File: config.mk
export PLATFORM = sky130hd
export DESIGN_NAME = sensor_frame_parser_crc16
export DESIGN_NICKNAME = d
export VERILOG_FILES = /design/src/sv/sfp_pkg.sv /design/src/sv/sensor_frame_parser_crc16.sv
export SDC_FILE = /design/constraint.sdc
export NUM_CORES = 1
export LEC_CHECK = 0
export BUFFER_PORTS_ARGS = -buffer_cell sky130_fd_sc_hd__buf_2
export CORE_ASPECT_RATIO = 1.4
export CORE_MARGIN = 5
export CORE_UTILIZATION = 55
export CTS_CLUSTER_SIZE = 30
export DETAILED_ROUTE_END_ITERATION = 7
export PLACE_DENSITY = 0.72
export SETUP_SLACK_MARGIN = 0.5
export SYNTH_ARGS = -nofsm -noshare
export SYNTH_HDL_FRONTEND = slang
export SYNTH_SLANG_ARGS = --single-unit
File: constraint.sdc
create_clock -name i_clk -period 27.2 [get_ports i_clk]
set_input_delay 5.44 -clock i_clk [delete_from_list [all_inputs] [get_ports i_clk]]
set_output_delay 5.44 -clock i_clk [all_outputs]
set_load 0.02 [all_outputs]
File: src/sv/sfp_pkg.sv
`timescale 1ns / 1ps
// Shared types, constants and the CRC-16 byte update for the sensor frame parser.
package sfp_pkg;

    typedef enum logic [2:0] {
        PH_HUNT0,
        PH_HUNT1,
        PH_HUNT2,
        PH_HUNT3,
        PH_FRAME
    } t_phase;

    typedef enum logic [2:0] {
        KIND_BATTERY,
        KIND_ULTRASONIC,
        KIND_ACCEL,
        KIND_ENCODER,
        KIND_GYRO,
        KIND_OTHER,
        KIND_CRC_ERROR,
        KIND_TOO_LONG
    } t_kind;

    localparam logic [7:0]  BYTE_HDR_A    = 8'hAA;
    localparam logic [7:0]  BYTE_HDR_Z    = 8'h00;
    localparam logic [7:0]  BYTE_HDR_E    = 8'hE0;
    localparam logic [7:0]  BYTE_TERM     = 8'h55;

    localparam logic [7:0]  CMD_BATTERY    = 8'h20;
    localparam logic [7:0]  CMD_ULTRASONIC = 8'h2A;
    localparam logic [7:0]  CMD_ACCEL      = 8'h2D;
    localparam logic [7:0]  CMD_ENCODER    = 8'h2F;
    localparam logic [7:0]  CMD_GYRO       = 8'h32;

    localparam logic [15:0] CRC_INIT      = 16'hFFFF;
    localparam logic [15:0] CRC_POLY      = 16'hA001;

    localparam logic [9:0]  LEN_MIN       = 10'd8;
    localparam logic [9:0]  LEN_MAX       = 10'd1000;
    localparam logic [9:0]  IDX_CMD       = 10'd4;
    localparam logic [9:0]  IDX_CRC_START = 10'd5;
    localparam logic [9:0]  IDX_PAYLOAD   = 10'd8;
    localparam int          CAP_BYTES     = 16;
    localparam logic [9:0]  IDX_PAY_END   = IDX_PAYLOAD + 10'(CAP_BYTES);

    function automatic logic [15:0] crc16_feed(input logic [15:0] crc, input logic [7:0] b);
        logic [15:0] c;
        c = crc ^ {8'h00, b};
        for (int k = 0; k < 8; k++) begin
            c = c[0] ? ((c >> 1) ^ CRC_POLY) : (c >> 1);
        end
        return c;
    endfunction

endpackage

File: src/sv/sensor_frame_parser_crc16.sv
`timescale 1ns / 1ps
// Top level of the sensor frame parser with CRC-16/MODBUS check.
// The parser takes one received byte per clock cycle and reports one result per frame, registered
// from the request that carries the second terminator byte or the byte that makes the frame too
// long. Every byte is handled completely in the cycle it is accepted, including the full
// eight-bit CRC update, so the sustained rate is one byte per cycle. The input stalls only while
// a finished result sits in the output register and the output side stalls.
module sensor_frame_parser_crc16 import sfp_pkg::*; (
    input  logic        i_clk,
    input  logic        i_rst_n,
    input  logic        i_cfg_we,
    input  logic [9:0]  i_cfg_wdata,
    input  logic        i_valid,
    output logic        o_stall,
    input  logic [7:0]  i_rx_byte,
    output logic        o_valid,
    input  logic        i_stall,
    output logic [2:0]  o_frame_kind,
    output logic [7:0]  o_command_code,
    output logic [31:0] o_value_a,
    output logic [31:0] o_value_b,
    output logic [31:0] o_value_c,
    output logic [31:0] o_value_d
);

    t_phase      r_phase, n_phase;
    logic [9:0]  r_index, n_index;
    logic [15:0] r_crc, n_crc;
    logic [7:0]  r_recent [3];
    logic [7:0]  n_recent [3];
    logic [7:0]  r_cmd, n_cmd;
    logic [7:0]  r_cap [CAP_BYTES];
    logic [7:0]  n_cap [CAP_BYTES];
    logic [9:0]  r_limit;
    logic [9:0]  w_limit;

    logic        r_valid;
    t_kind       r_kind, n_kind;
    logic [7:0]  r_code;
    logic [31:0] r_a, r_b, r_c, r_d;
    logic [31:0] n_a, n_b, n_c, n_d;

    logic        w_accept;
    logic        w_term;
    logic        w_long;
    logic        w_result;
    logic        w_cap_hit;
    logic [3:0]  w_cap_idx;

    assign o_stall  = r_valid && i_stall;
    assign w_accept = i_valid && !o_stall;

    assign w_term = (i_rx_byte == BYTE_TERM) && (r_recent[0] == BYTE_TERM)
                    && (r_index >= IDX_CRC_START);
    assign w_long = !w_term && (({1'b0, r_index} + 11'd1) >= {1'b0, r_limit});
    assign w_result  = (r_phase == PH_FRAME) && (w_term || w_long);
    assign w_cap_hit = (r_index >= IDX_PAYLOAD) && (r_index < IDX_PAY_END);
    assign w_cap_idx = 4'(r_index - IDX_PAYLOAD);

    always_comb begin
        if (i_cfg_wdata < LEN_MIN) begin
            w_limit = LEN_MIN;
        end else if (i_cfg_wdata > LEN_MAX) begin
            w_limit = LEN_MAX;
        end else begin
            w_limit = i_cfg_wdata;
        end
    end

    always_comb begin
        n_phase = r_phase;
        unique case (r_phase)
            PH_HUNT0: begin
                n_phase = (i_rx_byte == BYTE_HDR_A) ? PH_HUNT1 : PH_HUNT0;
            end
            PH_HUNT1: begin
                n_phase = (i_rx_byte == BYTE_HDR_A) ? PH_HUNT2 : PH_HUNT0;
            end
            PH_HUNT2: begin
                if (i_rx_byte == BYTE_HDR_Z) begin
                    n_phase = PH_HUNT3;
                end else begin
                    n_phase = (i_rx_byte == BYTE_HDR_A) ? PH_HUNT2 : PH_HUNT0;
                end
            end
            PH_HUNT3: begin
                if (i_rx_byte == BYTE_HDR_E) begin
                    n_phase = PH_FRAME;
                end else begin
                    n_phase = (i_rx_byte == BYTE_HDR_A) ? PH_HUNT1 : PH_HUNT0;
                end
            end
            PH_FRAME: begin
                if (w_term || w_long) begin
                    n_phase = PH_HUNT0;
                end
            end
            default: begin
                n_phase = PH_HUNT0;
            end
        endcase
    end

    always_comb begin
        n_index = r_index;
        n_crc   = r_crc;
        n_recent = r_recent;
        n_cmd   = r_cmd;
        n_cap   = r_cap;
        if ((r_phase == PH_HUNT3) && (i_rx_byte == BYTE_HDR_E)) begin
            n_index     = IDX_CMD;
            n_crc       = CRC_INIT;
            n_recent[0] = BYTE_HDR_E;
            n_recent[1] = BYTE_HDR_Z;
            n_recent[2] = BYTE_HDR_A;
            for (int i = 0; i < CAP_BYTES; i++) begin
                n_cap[i] = 8'h00;
            end
        end else if (r_phase == PH_FRAME) begin
            if (r_index == IDX_CMD) begin
                n_cmd = i_rx_byte;
            end
            if (w_cap_hit) begin
                n_cap[w_cap_idx] = i_rx_byte;
            end
            if (!w_term && !w_long) begin
                if (r_index >= IDX_CRC_START) begin
                    n_crc = crc16_feed(r_crc, r_recent[2]);
                end
                n_recent[2] = r_recent[1];
                n_recent[1] = r_recent[0];
                n_recent[0] = i_rx_byte;
                n_index     = r_index + 10'd1;
            end
        end
    end

    always_comb begin
        n_a = '0;
        n_b = '0;
        n_c = '0;
        n_d = '0;
        if (!w_term) begin
            n_kind = KIND_TOO_LONG;
        end else if ({r_recent[1], r_recent[2]} != r_crc) begin
            n_kind = KIND_CRC_ERROR;
        end else begin
            unique case (n_cmd)
                CMD_BATTERY: begin
                    n_kind = KIND_BATTERY;
                    n_a    = {24'h0, n_cap[0]};
                end
                CMD_ULTRASONIC: begin
                    n_kind = KIND_ULTRASONIC;
                    n_a    = {24'h0, n_cap[0]};
                end
                CMD_ACCEL: begin
                    n_kind = KIND_ACCEL;
                    n_a    = {16'h0, n_cap[1], n_cap[0]};
                    n_b    = {16'h0, n_cap[3], n_cap[2]};
                    n_c    = {n_cap[7], n_cap[6], n_cap[5], n_cap[4]};
                end
                CMD_ENCODER: begin
                    n_kind = KIND_ENCODER;
                    n_a    = {n_cap[3], n_cap[2], n_cap[1], n_cap[0]};
                    n_b    = {n_cap[7], n_cap[6], n_cap[5], n_cap[4]};
                    n_c    = {n_cap[11], n_cap[10], n_cap[9], n_cap[8]};
                end
                CMD_GYRO: begin
                    n_kind = KIND_GYRO;
                    n_a    = {n_cap[3], n_cap[2], n_cap[1], n_cap[0]};
                    n_b    = {n_cap[7], n_cap[6], n_cap[5], n_cap[4]};
                    n_c    = {n_cap[11], n_cap[10], n_cap[9], n_cap[8]};
                    n_d    = {n_cap[15], n_cap[14], n_cap[13], n_cap[12]};
                end
                default: begin
                    n_kind = KIND_OTHER;
                end
            endcase
        end
    end

    always_ff @(posedge i_clk) begin
        if (!i_rst_n) begin
            r_limit <= LEN_MAX;
        end else if (i_cfg_we) begin
            r_limit <= w_limit;
        end
    end

    always_ff @(posedge i_clk) begin
        if (!i_rst_n) begin
            r_phase  <= PH_HUNT0;
            r_index  <= '0;
            r_crc    <= CRC_INIT;
            r_recent <= '{default: 8'h00};
            r_cmd    <= '0;
        end else if (w_accept) begin
            r_phase  <= n_phase;
            r_index  <= n_index;
            r_crc    <= n_crc;
            r_recent <= n_recent;
            r_cmd    <= n_cmd;
        end
    end

    always_ff @(posedge i_clk) begin
        if (w_accept) begin
            r_cap <= n_cap;
        end
    end

    always_ff @(posedge i_clk) begin
        if (!i_rst_n) begin
            r_valid <= 1'b0;
        end else if (w_accept && w_result) begin
            r_valid <= 1'b1;
        end else if (!i_stall) begin
            r_valid <= 1'b0;
        end
    end

    always_ff @(posedge i_clk) begin
        if (w_accept && w_result) begin
            r_kind <= n_kind;
            r_code <= n_cmd;
            r_a    <= n_a;
            r_b    <= n_b;
            r_c    <= n_c;
            r_d    <= n_d;
        end
    end

    assign o_valid        = r_valid;
    assign o_frame_kind   = r_kind;
    assign o_command_code = r_code;
    assign o_value_a      = r_a;
    assign o_value_b      = r_b;
    assign o_value_c      = r_c;
    assign o_value_d      = r_d;

endmodule

==> results.json <==
{
  "grt_setup_unrepaired": "false",
  "synth_top_family_by_area": "simple AND/OR/NAND/NOR gates",
  "yosys.area_share.simple_pct": 15.2,
  "wl_per_cell_um": 20.1,
  "crit_family": "buffers and inverters",
  "fillers": 2188,
  "min_path_type": "reg -> reg",
  "finalClockSkew_ns": 0.0159,
  "fin_util_pct": 63.1,
  "cp.arrival_ns": 5.82,
  "crit_fanout": 3,
  "worstSkewPairLatency_ns": 0.52,
  "clockBufferDepth": 3,
  "io_buffers": 163,
  "synth_compound_area_share_pct": 7.51,
  "finalSetupViolations": 0,
  "slowest_stage": "buf_2",
  "synth_warnings": 0,
  "drv_cap": 0,
  "critPathBufInv": 3,
  "synth_nets": 1267,
  "die_x_um": 151,
  "yosysTopAreaCellShare_pct": 52.3,
  "hold_path_depth": 2,
  "syn_inst": 1226,
  "holdWs_ns": 0.473,
  "wl_um": 34900,
  "status": "completed",
  "hold_viol_final": 0,
  "grt_pass1_vias": 10100,
  "final_cells": 1739,
  "cts.clk_slew.worst_paths_ns": 0.06,
  "vdd_drop_max_mv": 0.0430,
  "critical_path.max_stage_delay_ns": 0.15,
  "finalWorstPathRequiredPeriod_ns": 11.26,
  "synth_cell_types": 70,
  "drt_iter0_markers": 805,
  "yosys-top-cells-count": "267 x edfxtp_1, 139 x mux2i_1, 134 x nor2_1",
  "route.detailed.drc": 0,
  "p_per_area_nw_per_um2": 61.4,
  "grt_max_degree": 214,
  "dieArea_um2": 31400,
  "antenna_found_initial": 0,
  "cts_buffers": 34,
  "worstPathRequired_ns": 21.76,
  "tns_ns": 0,
  "drive_gt1_share_pct": 20.2,
  "grtUsageTotal_pct": 22.4,
  "num_vias": 9978,
  "drv_slew": 0,
  "pin_count": 164,
  "dominantRegCellSynth": "edfxtp_1",
  "synth_seq_cells": 339,
  "cts_tree": "done",
  "post-synth-top-count-cell": "edfxtp_1",
  "avgViaCountPerCell": 5.74,
  "synth_area_leader_cell": "edfxtp_1",
  "fp-row-count": 72,
  "min_period_over_period_pct": 41.4,
  "initial_utilization_pct": 55.6,
  "gp_congestion": 0.842,
  "relSlewSlack_pct": 17.2,
  "postCtsSetupBuffers": 0,
  "ctsHtreeMaxLevel": 2,
  "synth_mux_area_share_pct": 9.07,
  "worstPathCellList": "buf_2, nand2_1, inv_1, buf_2",
  "synthTopCellsByArea": "edfxtp_1 52%, dfxtp_1 9.4%, mux2i_1 9.1%",
  "dp_cells": 1681,
  "ant_nets": 0,
  "cp.depth": 4,
  "worst-setup-path-type": "in -> out",
  "synth_edf_count": 267,
  "cts_resized": 0,
  "numClockSinks": 339,
  "grt_pass1_wl_um": 55400,
  "cellLeakagePower_nw": 6.57,
  "reg2reg_depth": 12,
  "async_flop_share_pct": 0,
  "ys_seq_area_share_pct": 61.7,
  "tightest_slew_ns": 1.24,
  "fin_nets": 1388,
  "cp-end-kind": "primary output",
  "core_um2": 27600,
  "areaGrowthSynthToFinish_pct": 13.4,
  "avgSynthCellArea_um2": 12.5,
  "first_pass_iters": 5,
  "fp.dieH_um": 208,
  "yosys.area_share.adder_pct": 1.47,
  "post-dp-hpwl_um": 21500,
  "cp_common_cell": "buf_2",
  "cts_root_buffer": "clkbuf_16",
  "synthXorXnorAreaFrac_pct": 2.11,
  "synthesis.area_um2": 15300,
  "max_freq_mhz": 88.8,
  "start_kind": "input port",
  "antennaDiodeCount": 0,
  "cts_hold_buf": 0,
  "grt.overflow.total": 0
}
## kinds of logic after synthesis
kind of cell	after synthesis
AO/OA/AOI/OAI	150
XOR/XNOR	36
adder cells (fa/ha/maj)	18
flip-flops	339
AND/OR/NAND/NOR	432
buffers and inverters	112
multiplexers	139
## through the flow
step                      total power, mW  worst slack (ns)  cell area (um2)
after CTS                            1.07             15.94            17400
after floorplan                     0.615             13.81            15300
final                                1.07             15.94            17400
after global routing                 1.10             15.89            17400
after global placement              0.627             15.94            16300
after detailed placement            0.628             15.94            16300
## path summary, 6_finish.rpt
check | endpoint | start | slack [ns]
min | r_limit[4] | r_limit[4] | 0.47
max | o_stall | i_stall | 15.94
max reg2reg | o_value_a[18] | r_index[0] | 22.39
min reg2reg | r_limit[4] | r_limit[4] | 0.47
## sequential cells by signal (all words and copies together) (netlist names)
| signal | count |
|---|---|
| o_command_code | 8 |
| o_frame_kind | 3 |
| o_valid | 1 |
| o_value_a | 32 |
| o_value_b | 32 |
| o_value_c | 32 |
| o_value_d | 32 |
| r_cap | 128 |
| r_cmd | 8 |
| r_crc | 16 |
| r_index | 10 |
| r_limit | 10 |
| r_phase | 3 |
| r_recent | 24 |
## power breakdown
group / switching (mW) / total (mW) / internal, mW / leakage [nW]
Sequential: 0.00407 / 0.573 / 0.569 / 3.12
Clock: 0.189 / 0.450 / 0.261 / 0.506
Combinational: 0.0318 / 0.0440 / 0.0122 / 2.94
## final cells by class
type | count | area, um2 | share of cell area, %
repair buffers | 169 | 873 | 5.02
inverters | 28 | 110 | 0.633
flip-flops and latches | 339 | 9460 | 54.4
clock inverters | 11 | 109 | 0.626
multi-input cells | 775 | 5440 | 31.3
clock buffers | 47 | 941 | 5.41
well taps | 370 | 463 | 2.66
## placed cells by master, fill, tap and decap left out, types with 8 or more instances in the layout
cell type    n
a21oi_1     18
a22o_1      48
a32oi_1     11
buf_2      163
clkbuf_1    10
clkbuf_16   35
dfxtp_1     72
edfxtp_1   267
ha_1        18
inv_1       26
mux2i_1    139
nand2_1     99
nand3_1      9
nand4_1     12
nor2_1     133
nor2_2      27
nor2_8      16
nor3_1      87
o211ai_1     8
o21ai_0      9
o22ai_1     19
xnor2_1     20
xor2_1      15
## per-layer routing
layer / routed length (um) / up-vias / global-route usage (%)
met3: 1980 / 64 / 4.00
met2: 18000 / 294 / 38.3
met4: 1090 / 0 / 7.76
met5: 0 / - / 0
met1: 13800 / 4861 / 28.7
li1: - / 4759 / -
## worst register-to-register path, stage by stage (launching register included)
cell	delay [ns]
dfxtp_1	0.45
inv_1	0.15
nor3_1	0.33
nand3_1	0.26
xnor2_1	0.21
ha_1	0.28
nand2_1	0.06
o21ai_0	0.15
a21oi_1	0.06
nand4b_1	0.31
a21oi_1	0.43
and2_4	0.75
buf_4	0.90
No activity file was read; power rests on OpenSTA's default activity.
